File: src/rtl/gnce_pkg.sv
// Shared constants, types and helper functions of the grid neighbour cell enumerator.
package gnce_pkg;

   // Grid geometry and span cap.
   localparam int GRID_X   = 32;
   localparam int GRID_Y   = 32;
   localparam int GRID_Z   = 32;
   localparam int MAX_SPAN = 4;

   localparam int GRID_XY_MAX = (GRID_X > GRID_Y) ? GRID_X : GRID_Y;
   localparam int GRID_WIDEST = (GRID_XY_MAX > GRID_Z) ? GRID_XY_MAX : GRID_Z;

   // Widths of coordinates and per-axis cell counters.
   localparam int COORD_W = (GRID_WIDEST > 1) ? $clog2(GRID_WIDEST) : 1;
   localparam int SPAN_W  = (MAX_SPAN > 1) ? $clog2(MAX_SPAN) : 1;

   // Payload and arithmetic widths.
   localparam int POS_W     = 32;
   localparam int H_W       = 31;
   localparam int CFG_W     = 32;
   localparam int IDX_W     = 15;
   localparam int CSR_IDX_W = 3;
   localparam int MUL_W     = 32;
   localparam int PROD_W    = 2 * MUL_W;
   localparam int FRAC_W    = 16;
   localparam int RAD_W     = H_W + CFG_W - FRAC_W + 1;
   localparam int Q_W       = RAD_W + 2;
   localparam int D_W       = Q_W + 1;
   localparam int HI_W      = Q_W - MUL_W;
   localparam int SUM_W     = HI_W + MUL_W + 1;
   localparam int CALC_W    = 32;

   typedef enum logic [CSR_IDX_W-1:0] {
      CSR_ORIGIN_X      = 3'd0,
      CSR_ORIGIN_Y      = 3'd1,
      CSR_ORIGIN_Z      = 3'd2,
      CSR_INV_CELL_SIZE = 3'd3,
      CSR_RADIUS_SCALE  = 3'd4,
      CSR_RADIUS_BIAS   = 3'd5
   } csr_index_type;

   typedef enum logic [1:0] {
      AXIS_X,
      AXIS_Y,
      AXIS_Z
   } axis_type;

   typedef enum logic [3:0] {
      ST_IDLE,
      ST_RAD_MUL,
      ST_RAD_ADD,
      ST_CORNER_Q,
      ST_CORNER_D,
      ST_MUL_LO,
      ST_MUL_HI,
      ST_CLAMP,
      ST_SPAN,
      ST_EMIT
   } state_type;

   typedef struct packed {
      logic signed [CFG_W-1:0] origin_x;
      logic signed [CFG_W-1:0] origin_y;
      logic signed [CFG_W-1:0] origin_z;
      logic [CFG_W-1:0]        inv_cell_size;
      logic [CFG_W-1:0]        radius_scale;
      logic [CFG_W-1:0]        radius_bias;
   } cfg_type;

   typedef struct packed {
      logic     load;
      logic     rad_mul;
      logic     rad_add;
      logic     corner_q;
      logic     corner_d;
      logic     mul_lo;
      logic     mul_hi;
      logic     clamp;
      logic     span;
      logic     emit;
      axis_type axis;
      logic     upper;
   } dp_cmd_type;

   typedef struct packed {
      logic out_free;
      logic last_cell;
   } dp_status_type;

   // Highest cell coordinate on an axis.
   function automatic logic [COORD_W-1:0] grid_limit(input axis_type axis);
      logic [COORD_W-1:0] lim;
      case (axis)
         AXIS_X:  lim = COORD_W'(GRID_X - 1);
         AXIS_Y:  lim = COORD_W'(GRID_Y - 1);
         AXIS_Z:  lim = COORD_W'(GRID_Z - 1);
         default: lim = COORD_W'(GRID_X - 1);
      endcase
      return lim;
   endfunction

endpackage

File: src/rtl/gnce_csr.sv
// Configuration register file of the grid neighbour cell enumerator.
module gnce_csr
   import gnce_pkg::*;
(
   input  logic                 clock,
   input  logic                 reset,
   input  logic                 csr_valid,
   output logic                 csr_ready,
   input  logic [CSR_IDX_W-1:0] csr_index,
   input  logic [CFG_W-1:0]     csr_wdata,
   output cfg_type              cfg
);

   cfg_type cfg_ff;
   cfg_type cfg_in;

   assign csr_ready = 1'b1;
   assign cfg       = cfg_ff;

   always_comb begin
      cfg_in = cfg_ff;
      if (csr_valid) begin
         case (csr_index)
            CSR_ORIGIN_X:      cfg_in.origin_x      = csr_wdata;
            CSR_ORIGIN_Y:      cfg_in.origin_y      = csr_wdata;
            CSR_ORIGIN_Z:      cfg_in.origin_z      = csr_wdata;
            CSR_INV_CELL_SIZE: cfg_in.inv_cell_size = csr_wdata;
            CSR_RADIUS_SCALE:  cfg_in.radius_scale  = csr_wdata;
            CSR_RADIUS_BIAS:   cfg_in.radius_bias   = csr_wdata;
            default:           cfg_in               = cfg_ff;
         endcase
      end
   end

   always_ff @(posedge clock) begin
      if (reset) begin
         cfg_ff.origin_x      <= '0;
         cfg_ff.origin_y      <= '0;
         cfg_ff.origin_z      <= '0;
         cfg_ff.inv_cell_size <= CFG_W'(65536);
         cfg_ff.radius_scale  <= CFG_W'(65536);
         cfg_ff.radius_bias   <= '0;
      end else begin
         cfg_ff <= cfg_in;
      end
   end

endmodule

File: src/rtl/gnce_ctrl.sv
// Sequencing state machine of the grid neighbour cell enumerator.
module gnce_ctrl
   import gnce_pkg::*;
(
   input  logic          clock,
   input  logic          reset,
   input  logic          req_valid,
   output logic          req_stall,
   input  dp_status_type status,
   output dp_cmd_type    cmd
);

   state_type state_ff, state_in;
   axis_type  axis_ff, axis_in;
   logic      upper_ff, upper_in;

   always_ff @(posedge clock) begin
      if (reset) begin
         state_ff <= ST_IDLE;
         axis_ff  <= AXIS_X;
         upper_ff <= 1'b0;
      end else begin
         state_ff <= state_in;
         axis_ff  <= axis_in;
         upper_ff <= upper_in;
      end
   end

   always_comb begin
      state_in  = state_ff;
      axis_in   = axis_ff;
      upper_in  = upper_ff;
      cmd       = '0;
      cmd.axis  = axis_ff;
      cmd.upper = upper_ff;
      req_stall = 1'b1;
      case (state_ff)
         ST_IDLE: begin
            req_stall = 1'b0;
            if (req_valid) begin
               cmd.load = 1'b1;
               state_in = ST_RAD_MUL;
            end
         end
         ST_RAD_MUL: begin
            cmd.rad_mul = 1'b1;
            state_in    = ST_RAD_ADD;
         end
         ST_RAD_ADD: begin
            cmd.rad_add = 1'b1;
            axis_in     = AXIS_X;
            upper_in    = 1'b0;
            state_in    = ST_CORNER_Q;
         end
         ST_CORNER_Q: begin
            cmd.corner_q = 1'b1;
            state_in     = ST_CORNER_D;
         end
         ST_CORNER_D: begin
            cmd.corner_d = 1'b1;
            state_in     = ST_MUL_LO;
         end
         ST_MUL_LO: begin
            cmd.mul_lo = 1'b1;
            state_in   = ST_MUL_HI;
         end
         ST_MUL_HI: begin
            cmd.mul_hi = 1'b1;
            state_in   = ST_CLAMP;
         end
         ST_CLAMP: begin
            cmd.clamp = 1'b1;
            if (!upper_ff) begin
               upper_in = 1'b1;
               state_in = ST_CORNER_Q;
            end else begin
               upper_in = 1'b0;
               case (axis_ff)
                  AXIS_X: begin
                     axis_in  = AXIS_Y;
                     state_in = ST_CORNER_Q;
                  end
                  AXIS_Y: begin
                     axis_in  = AXIS_Z;
                     state_in = ST_CORNER_Q;
                  end
                  default: begin
                     axis_in  = AXIS_X;
                     state_in = ST_SPAN;
                  end
               endcase
            end
         end
         ST_SPAN: begin
            cmd.span = 1'b1;
            state_in = ST_EMIT;
         end
         ST_EMIT: begin
            if (status.out_free) begin
               cmd.emit = 1'b1;
               if (status.last_cell) begin
                  state_in = ST_IDLE;
               end
            end
         end
         default: begin
            state_in = ST_IDLE;
         end
      endcase
   end

endmodule

File: src/rtl/gnce_datapath.sv
// Arithmetic, corner coordinate store, cell counters and output register.
module gnce_datapath
   import gnce_pkg::*;
(
   input  logic                    clock,
   input  logic                    reset,
   input  cfg_type                 cfg,
   input  dp_cmd_type              cmd,
   output dp_status_type           status,
   input  logic signed [POS_W-1:0] req_pos_x,
   input  logic signed [POS_W-1:0] req_pos_y,
   input  logic signed [POS_W-1:0] req_pos_z,
   input  logic [H_W-1:0]          req_smoothing_len,
   output logic                    rsp_valid,
   input  logic                    rsp_stall,
   output logic [IDX_W-1:0]        rsp_cell_index,
   output logic                    rsp_last,
   output logic                    rsp_truncated
);

   logic [POS_W-1:0]   pos_ff [3];
   logic [H_W-1:0]     h_ff;
   logic [RAD_W-1:0]   r_ff, r_in;
   logic [Q_W-1:0]     q_ff, q_in;
   logic [D_W-1:0]     d_ff, d_in;
   logic [PROD_W-1:0]  mprod_ff, mprod_in;
   logic [MUL_W-1:0]   frac_ff;
   logic [COORD_W-1:0] lo_ff [3];
   logic [COORD_W-1:0] hi_ff [3];
   logic [COORD_W-1:0] coord_in;
   logic [SPAN_W-1:0]  last_ff [3], last_in [3];
   logic [SPAN_W-1:0]  cnt_ff [3], cnt_in [3];
   logic               trunc_ff, trunc_in;
   logic               rsp_valid_ff, rsp_valid_in;
   logic [IDX_W-1:0]   rsp_idx_ff;
   logic               rsp_last_ff, rsp_trunc_ff;

   logic [POS_W-1:0]   p_sel;
   logic [CFG_W-1:0]   org_sel;
   logic [Q_W-1:0]     p_ext, r_ext;
   logic [MUL_W-1:0]   mul_a, mul_b;
   logic [SUM_W-1:0]   sum;
   logic [COORD_W-1:0] limit;
   logic               d_pos;
   logic [CALC_W-1:0]  idx_calc;
   logic               last_cell;

   // Per-axis operand selection.
   always_comb begin
      case (cmd.axis)
         AXIS_X: begin
            p_sel   = pos_ff[0];
            org_sel = cfg.origin_x;
         end
         AXIS_Y: begin
            p_sel   = pos_ff[1];
            org_sel = cfg.origin_y;
         end
         AXIS_Z: begin
            p_sel   = pos_ff[2];
            org_sel = cfg.origin_z;
         end
         default: begin
            p_sel   = pos_ff[0];
            org_sel = cfg.origin_x;
         end
      endcase
   end

   assign p_ext = {{(Q_W - POS_W){p_sel[POS_W-1]}}, p_sel};
   assign r_ext = {{(Q_W - RAD_W){1'b0}}, r_ff};
   assign q_in  = cmd.upper ? (p_ext + r_ext) : (p_ext - r_ext);
   assign d_in  = {q_ff[Q_W-1], q_ff} - {{(D_W - CFG_W){org_sel[CFG_W-1]}}, org_sel};
   assign r_in  = RAD_W'(mprod_ff[H_W+CFG_W-1:FRAC_W]) + RAD_W'(cfg.radius_bias);

   // Shared multiplier: radius product, then the low and high halves of each
   // corner distance against the reciprocal cell size.
   always_comb begin
      if (cmd.rad_mul) begin
         mul_a = {1'b0, h_ff};
         mul_b = cfg.radius_scale;
      end else if (cmd.mul_hi) begin
         mul_a = {{(MUL_W - HI_W){1'b0}}, d_ff[Q_W-1:MUL_W]};
         mul_b = cfg.inv_cell_size;
      end else begin
         mul_a = d_ff[MUL_W-1:0];
         mul_b = cfg.inv_cell_size;
      end
   end

   assign mprod_in = {{MUL_W{1'b0}}, mul_a} * {{MUL_W{1'b0}}, mul_b};

   // Floor of the full product, clamped to the grid.
   assign sum   = SUM_W'(mprod_ff[HI_W+MUL_W-1:0]) + SUM_W'(frac_ff);
   assign limit = grid_limit(cmd.axis);
   assign d_pos = !d_ff[D_W-1] && (d_ff != '0);

   always_comb begin
      if (!d_pos) begin
         coord_in = '0;
      end else if (sum > SUM_W'(limit)) begin
         coord_in = limit;
      end else begin
         coord_in = sum[COORD_W-1:0];
      end
   end

   // Span per axis, capped at the maximum span.
   always_comb begin
      logic [COORD_W-1:0] top;
      logic [COORD_W-1:0] diff;
      trunc_in = 1'b0;
      for (int a = 0; a < 3; a++) begin
         top  = (hi_ff[a] < lo_ff[a]) ? lo_ff[a] : hi_ff[a];
         diff = top - lo_ff[a];
         if (diff > COORD_W'(MAX_SPAN - 1)) begin
            last_in[a] = SPAN_W'(MAX_SPAN - 1);
            trunc_in   = 1'b1;
         end else begin
            last_in[a] = diff[SPAN_W-1:0];
         end
      end
   end

   assign last_cell = (cnt_ff[0] == last_ff[0]) && (cnt_ff[1] == last_ff[1])
                      && (cnt_ff[2] == last_ff[2]);

   // Odometer over the box, z innermost.
   always_comb begin
      cnt_in = cnt_ff;
      if (cmd.span) begin
         cnt_in[0] = '0;
         cnt_in[1] = '0;
         cnt_in[2] = '0;
      end else if (cmd.emit) begin
         if (cnt_ff[2] != last_ff[2]) begin
            cnt_in[2] = cnt_ff[2] + 1'b1;
         end else begin
            cnt_in[2] = '0;
            if (cnt_ff[1] != last_ff[1]) begin
               cnt_in[1] = cnt_ff[1] + 1'b1;
            end else begin
               cnt_in[1] = '0;
               cnt_in[0] = cnt_ff[0] + 1'b1;
            end
         end
      end
   end

   assign idx_calc = CALC_W'(lo_ff[0]) + CALC_W'(cnt_ff[0])
                   + (CALC_W'(lo_ff[1]) + CALC_W'(cnt_ff[1])) * CALC_W'(GRID_X)
                   + (CALC_W'(lo_ff[2]) + CALC_W'(cnt_ff[2])) * CALC_W'(GRID_X * GRID_Y);

   assign status.out_free  = !rsp_valid_ff || !rsp_stall;
   assign status.last_cell = last_cell;

   always_comb begin
      rsp_valid_in = rsp_valid_ff;
      if (cmd.emit) begin
         rsp_valid_in = 1'b1;
      end else if (!rsp_stall) begin
         rsp_valid_in = 1'b0;
      end
   end

   always_ff @(posedge clock) begin
      if (reset) begin
         rsp_valid_ff <= 1'b0;
      end else begin
         rsp_valid_ff <= rsp_valid_in;
      end
   end

   always_ff @(posedge clock) begin
      if (cmd.load) begin
         pos_ff[0] <= req_pos_x;
         pos_ff[1] <= req_pos_y;
         pos_ff[2] <= req_pos_z;
         h_ff      <= req_smoothing_len;
      end
      if (cmd.rad_mul || cmd.mul_lo || cmd.mul_hi) begin
         mprod_ff <= mprod_in;
      end
      if (cmd.mul_hi) begin
         frac_ff <= mprod_ff[PROD_W-1:MUL_W];
      end
      if (cmd.rad_add) begin
         r_ff <= r_in;
      end
      if (cmd.corner_q) begin
         q_ff <= q_in;
      end
      if (cmd.corner_d) begin
         d_ff <= d_in;
      end
      if (cmd.clamp) begin
         if (cmd.upper) begin
            hi_ff[cmd.axis] <= coord_in;
         end else begin
            lo_ff[cmd.axis] <= coord_in;
         end
      end
      if (cmd.span) begin
         last_ff  <= last_in;
         trunc_ff <= trunc_in;
      end
      cnt_ff <= cnt_in;
      if (cmd.emit) begin
         rsp_idx_ff   <= idx_calc[IDX_W-1:0];
         rsp_last_ff  <= last_cell;
         rsp_trunc_ff <= trunc_ff;
      end
   end

   assign rsp_valid      = rsp_valid_ff;
   assign rsp_cell_index = rsp_idx_ff;
   assign rsp_last       = rsp_last_ff;
   assign rsp_truncated  = rsp_trunc_ff;

endmodule

File: src/rtl/grid_neighbor_cell_enumerator_core.sv
// Top level of the grid neighbour cell enumerator: registers, controller and datapath.
// Each item is taken in turn: its radius, its six box corners and its spans are computed
// first, then its N cells are enumerated, N being its cell count (1 to 64);
// one shared 32 x 32 multiplier works through the radius and the six box corners in turn.
// Cell indices then leave at one per cycle unless the result side stalls.
// Reset (synchronous, active high) empties the output register, idles the controller and
// returns every configuration register to its documented reset value.
module grid_neighbor_cell_enumerator_core
   import gnce_pkg::*;
(
   input  logic                    clock,
   input  logic                    reset,
   // Particle input channel.
   input  logic                    req_valid,
   output logic                    req_stall,
   input  logic signed [POS_W-1:0] req_pos_x,
   input  logic signed [POS_W-1:0] req_pos_y,
   input  logic signed [POS_W-1:0] req_pos_z,
   input  logic [H_W-1:0]          req_smoothing_len,
   // Cell index result channel.
   output logic                    rsp_valid,
   input  logic                    rsp_stall,
   output logic [IDX_W-1:0]        rsp_cell_index,
   output logic                    rsp_last,
   output logic                    rsp_truncated,
   // Configuration write channel.
   input  logic                    csr_valid,
   output logic                    csr_ready,
   input  logic [CSR_IDX_W-1:0]    csr_index,
   input  logic [CFG_W-1:0]        csr_wdata
);

   // The configuration registers are always ready; writes are expected only while
   // the block is idle, so the datapath reads them directly without shadowing.
   cfg_type       cfg;
   dp_cmd_type    cmd;
   dp_status_type status;

   gnce_csr u_csr (
      .clock     (clock),
      .reset     (reset),
      .csr_valid (csr_valid),
      .csr_ready (csr_ready),
      .csr_index (csr_index),
      .csr_wdata (csr_wdata),
      .cfg       (cfg)
   );

   // The controller takes a new item only in its idle state. It then steps the
   // datapath through the radius product, the six corner conversions (low and high
   // corner for x, y and z), the span calculation and the enumeration of the box.
   // It returns to idle as soon as the final index has moved into the output
   // register, so the next item can be accepted while that index still waits.
   gnce_ctrl u_ctrl (
      .clock     (clock),
      .reset     (reset),
      .req_valid (req_valid),
      .req_stall (req_stall),
      .status    (status),
      .cmd       (cmd)
   );

   // The datapath holds the item, the shared multiplier, the corner coordinates,
   // the cell counters and the output register that decouples the result side.
   gnce_datapath u_datapath (
      .clock             (clock),
      .reset             (reset),
      .cfg               (cfg),
      .cmd               (cmd),
      .status            (status),
      .req_pos_x         (req_pos_x),
      .req_pos_y         (req_pos_y),
      .req_pos_z         (req_pos_z),
      .req_smoothing_len (req_smoothing_len),
      .rsp_valid         (rsp_valid),
      .rsp_stall         (rsp_stall),
      .rsp_cell_index    (rsp_cell_index),
      .rsp_last          (rsp_last),
      .rsp_truncated     (rsp_truncated)
   );

endmodule
File: config.mk
export PLATFORM = sky130hd
export DESIGN_NAME = grid_neighbor_cell_enumerator_core
export DESIGN_NICKNAME = d
export VERILOG_FILES = /design/src/rtl/gnce_pkg.sv /design/src/rtl/gnce_csr.sv /design/src/rtl/gnce_ctrl.sv /design/src/rtl/gnce_datapath.sv /design/src/rtl/grid_neighbor_cell_enumerator_core.sv
export SDC_FILE = /design/constraint.sdc
export NUM_CORES = 2
export LEC_CHECK = 0
export BUFFER_PORTS_ARGS = -buffer_cell sky130_fd_sc_hd__buf_2
export CAP_MARGIN = 20
export CORE_ASPECT_RATIO = 0.7
export CORE_MARGIN = 4
export CORE_UTILIZATION = 50
export DETAILED_ROUTE_END_ITERATION = 12
export GPL_TIMING_DRIVEN = 0
export PLACE_DENSITY = 0.76
export SYNTH_ARGS = -nofsm -noshare
export SYNTH_HDL_FRONTEND = slang
export SYNTH_SLANG_ARGS = --single-unit
File: constraint.sdc
create_clock -name clock -period 13.1 [get_ports clock]
set_input_delay 1.31 -clock clock [delete_from_list [all_inputs] [get_ports clock]]
set_output_delay 1.31 -clock clock [all_outputs]
set_load 0.1 [all_outputs]
==> key figures <==
Outcome
  – Status: finished, violations left
  – Failing checks: max-slew violations, negative setup slack

Route
  – Post-route DRC: 0
  – Final WL: 290 mm
  – TritonRoute pass-1 iters: 9
  – Iter 0 DRT Violations: 8035
  – Antenna viol nets, final: 0
  – Vias per cell: 6.13
  – Vias post-DR: 58000
  – Routed WL per cell: 30.6 µm

Clocking
  – Root Driver: clkbuf_16
  – Clk sink count: around 630
  – CTS tree: built
  – Number of buffers created by CTS: 55
  – Worst-Skew Late Latency: 0.67 ns
  – H-tree Lvls: 2
  – Clock transition at the registers of the reported paths: 0.07 ns
  – Clock Tree Buf Depth: 3
  – Hold Buf Count CTS: 0

STA
  – Tcrit/Tclk final: 100%
  – Final min period: about 13 ns
  – Final setup viols: 1
  – Final slew viol count: 8
  – Transition time of the tightest slew-check pin: 1.72 ns
  – Clk_skew: 0.0685 ns
  – RSZ-0062 raised after global routing: false
  – Final hold vios: 0
  – Setup TNS: -0.000155 ns
  – Slew HR: -14.6%
  – Final worst slack: -0.000155 ns
  – Fmax: 76.3 MHz

Synth
  – Yosys top cell by area: fa_1
  – Area contributors post-synth: fa_1 27%, edfxtp_1 19%, ha_1 8.7%, dfxtp_1 6.2%, nand2_1 6.0%
  – Asr flop ratio synth: 0%
  – Yosys reg bits: 632
  – Synth Flop Type: edfxtp_1
  – Yosys warning count: 0
  – Synth top area share: 27.1%
  – Seq/Total Area, Yosys: 25.3%
  – Syn Area/Cell: 9.18 µm²
  – Syn Inst Count: around 7300
  – EDFF count, synth: 426
  – Mapped Area: 67000 µm²
  – Distinct cell type count after synthesis: 81
  – Syn nets: 8835

Critical path
  – Critical path endpoint category: register
  – Crit path arrival time: about 13 ns
  – Crit-path max cell delay: 0.93 ns
  – Critical path type: register to register
  – Most Frequent Cell on Critical Path: fa_1
  – Worst reg2reg path depth: 30
  – Critical-path cell with the highest stage delay: clkbuf_1
  – CP Data Required Time: 13.46 ns
  – Max FO, Critical Path: 10
  – Worst setup SP type: register

Cells and area
  – Synthesis-to-finish area growth: 10.1%
  – Commonest cells after routing, fill and taps aside: 1065 x nand2_1, 986 x inv_1, 906 x fa_1
  – Layout cells sized above 1: 6.35%
  – Final Non-Filler Cells: about 9500
  – Final core utilization: a little under three fifths
  – Most common cell after layout, fill and taps aside: nand2_1
  – Fin nets: 9182

Place
  – Port bufs: 184
  – Dpl hpwl: roughly 250 mm
  – Placed Cells: roughly 9300
  – Final Wtd Congestion: around 1.1

Floorplanning
  – DIE WIDTH: 445 µm
  – Initial Util: 50.3%
  – Die footprint: about 140000 µm²
  – Io pins: 187
  – DIE HEIGHT: 314 µm
  – Core Footprint: 133000 µm²
  – Row Count: 112

Global routing
  – Vias in the first global route: 55500
  – Initial antenna violation count: 28
  – Largest net degree at the start of global routing: 75
  – Gr usage total: 41.3%
  – First-pass GRT wire length: approximately 400 mm
  – Aggregate global routing overflow: 0

Pwr
  – Power per Cell Area: 178 nW/µm²
  – Peak VDD IR: 0.000186 V
  – Static leakage: 31.9 nW
  – Total Power: around 13 mW

Job
  – Maxcap violations: 0

Hold path
  – Worst hold path class: register to register
  – WHS Path Cells: 0
[synth_stat cells, types with 64 or more instances]
cell type / instances
clkbuf_1: 298
dfxtp_1: 206
a21o_1: 114
a22oi_1: 81
fa_1: 906
nor3_1: 72
xnor2_1: 161
a21oi_1: 502
o21a_1: 64
inv_1: 986
nand3_1: 71
nor2_1: 805
nand2_1: 1065
o21ai_0: 197
edfxtp_1: 426
ha_1: 464
xor2_1: 108
[sequential cells by signal (all words and copies together), names as in the netlist, 2 cells and up]
register                   count
u_datapath.r_ff               48
u_datapath.d_ff               51
u_datapath.rsp_cell_index     15
u_datapath.q_ff               50
u_datapath.frac_ff            32
u_datapath.hi_ff              15
u_datapath.h_ff               31
u_datapath.pos_ff             96
u_datapath.mprod_ff           64
u_datapath.last_ff             6
u_ctrl.axis_ff                 2
u_ctrl.state_ff                4
u_datapath.lo_ff              15
u_datapath.cnt_ff              6
u_csr.cfg                    192
[logic make-up (layout without fill, tap and decap cells)]
logic type,after synthesis,count (layout),synth area share (%)
AND/OR/NAND/NOR,2337,2337,14.7
multiplexers,92,92,1.44
adder cells (fa/ha/maj),1370,1370,35.7
AO/OA/AOI/OAI,1260,1260,11.8
flip-flops,632,632,25.3
XOR/XNOR,269,269,3.52
buffers and inverters,1337,1730,7.53
other,1,10,0.00560
[cell type report]
cell class | count | area [µm²]
antenna | 9 | 22.5
sequential | 632 | 16900
inverter | 986 | 3700
buffer | 350 | 1340
timing repair buffer | 291 | 2500
clock inverter | 32 | 380
fill | 12000 | 59300
tap | 1767 | 2210
multi-input combinational | 5329 | 45200
clock buffer | 71 | 1530
[repair_timing]
| item | 4_1_cts | 5_1_grt |
|---|---|---|
| resized for setup | 0 | 0 |
| endpoints found under the setup margin | 0 | 1 |
| buffers inserted | 0 | 0 |
| hold endpoints to repair | 0 | 0 |
[power breakdown]
group	internal [mW]	switching, mW	leakage, nW
Sequential	2.64	0.312	5.59
Combinational	2.51	5.88	25.4
Clock	0.972	0.795	0.938
Total	6.12	6.99	31.9
[per-layer routing]
metal | vias up | share of wire (%) | global-route usage, %
met4 | 18 | 3.1 | 10.4
met3 | 492 | 18 | 22.2
met5 | - | 0.13 | 0
met2 | 3848 | 36 | 51.4
li1 | 24600 | - | -
met1 | 29100 | 43 | 61.4
[final timing paths]
path                                     startpoint                                 end  slack (ns)
hold reg to reg   u_datapath.trunc_ff$_SDFFCE_PP1N_  u_datapath.rsp_truncated$_DFFE_PP_        0.42
setup / recovery    u_ctrl.state_ff[1]$_SDFFE_PP0P_   u_datapath.mprod_ff[62]$_DFFE_PP_     -0.0002
setup reg to reg    u_ctrl.state_ff[1]$_SDFFE_PP0P_   u_datapath.mprod_ff[62]$_DFFE_PP_     -0.0002
hold / removal    u_datapath.trunc_ff$_SDFFCE_PP1N_  u_datapath.rsp_truncated$_DFFE_PP_        0.42
[critical path: cells and delay by family, from the launching register on]
kind	cells	cell delay, ns
simple gates	3	1.06
flops	1	0.30
fa+ha+maj	9	4.94
compound gates	10	2.88
buf+inv	8	3.60
[metrics by stage]
stage | hold WS [ns] | worst slack (ns) | instance area, µm²
after global placement | 0.411 | -1.72 | 70100
after floorplan | 0.400 | 2.97 | 67000
after global routing | 0.449 | 0.0279 | 73800
after CTS | 0.430 | 0.528 | 73600
final | 0.425 | -0.000155 | 73800
after detailed placement | 0.421 | 0.592 | 71700
Note: power is estimated with default switching activity, not from simulation.
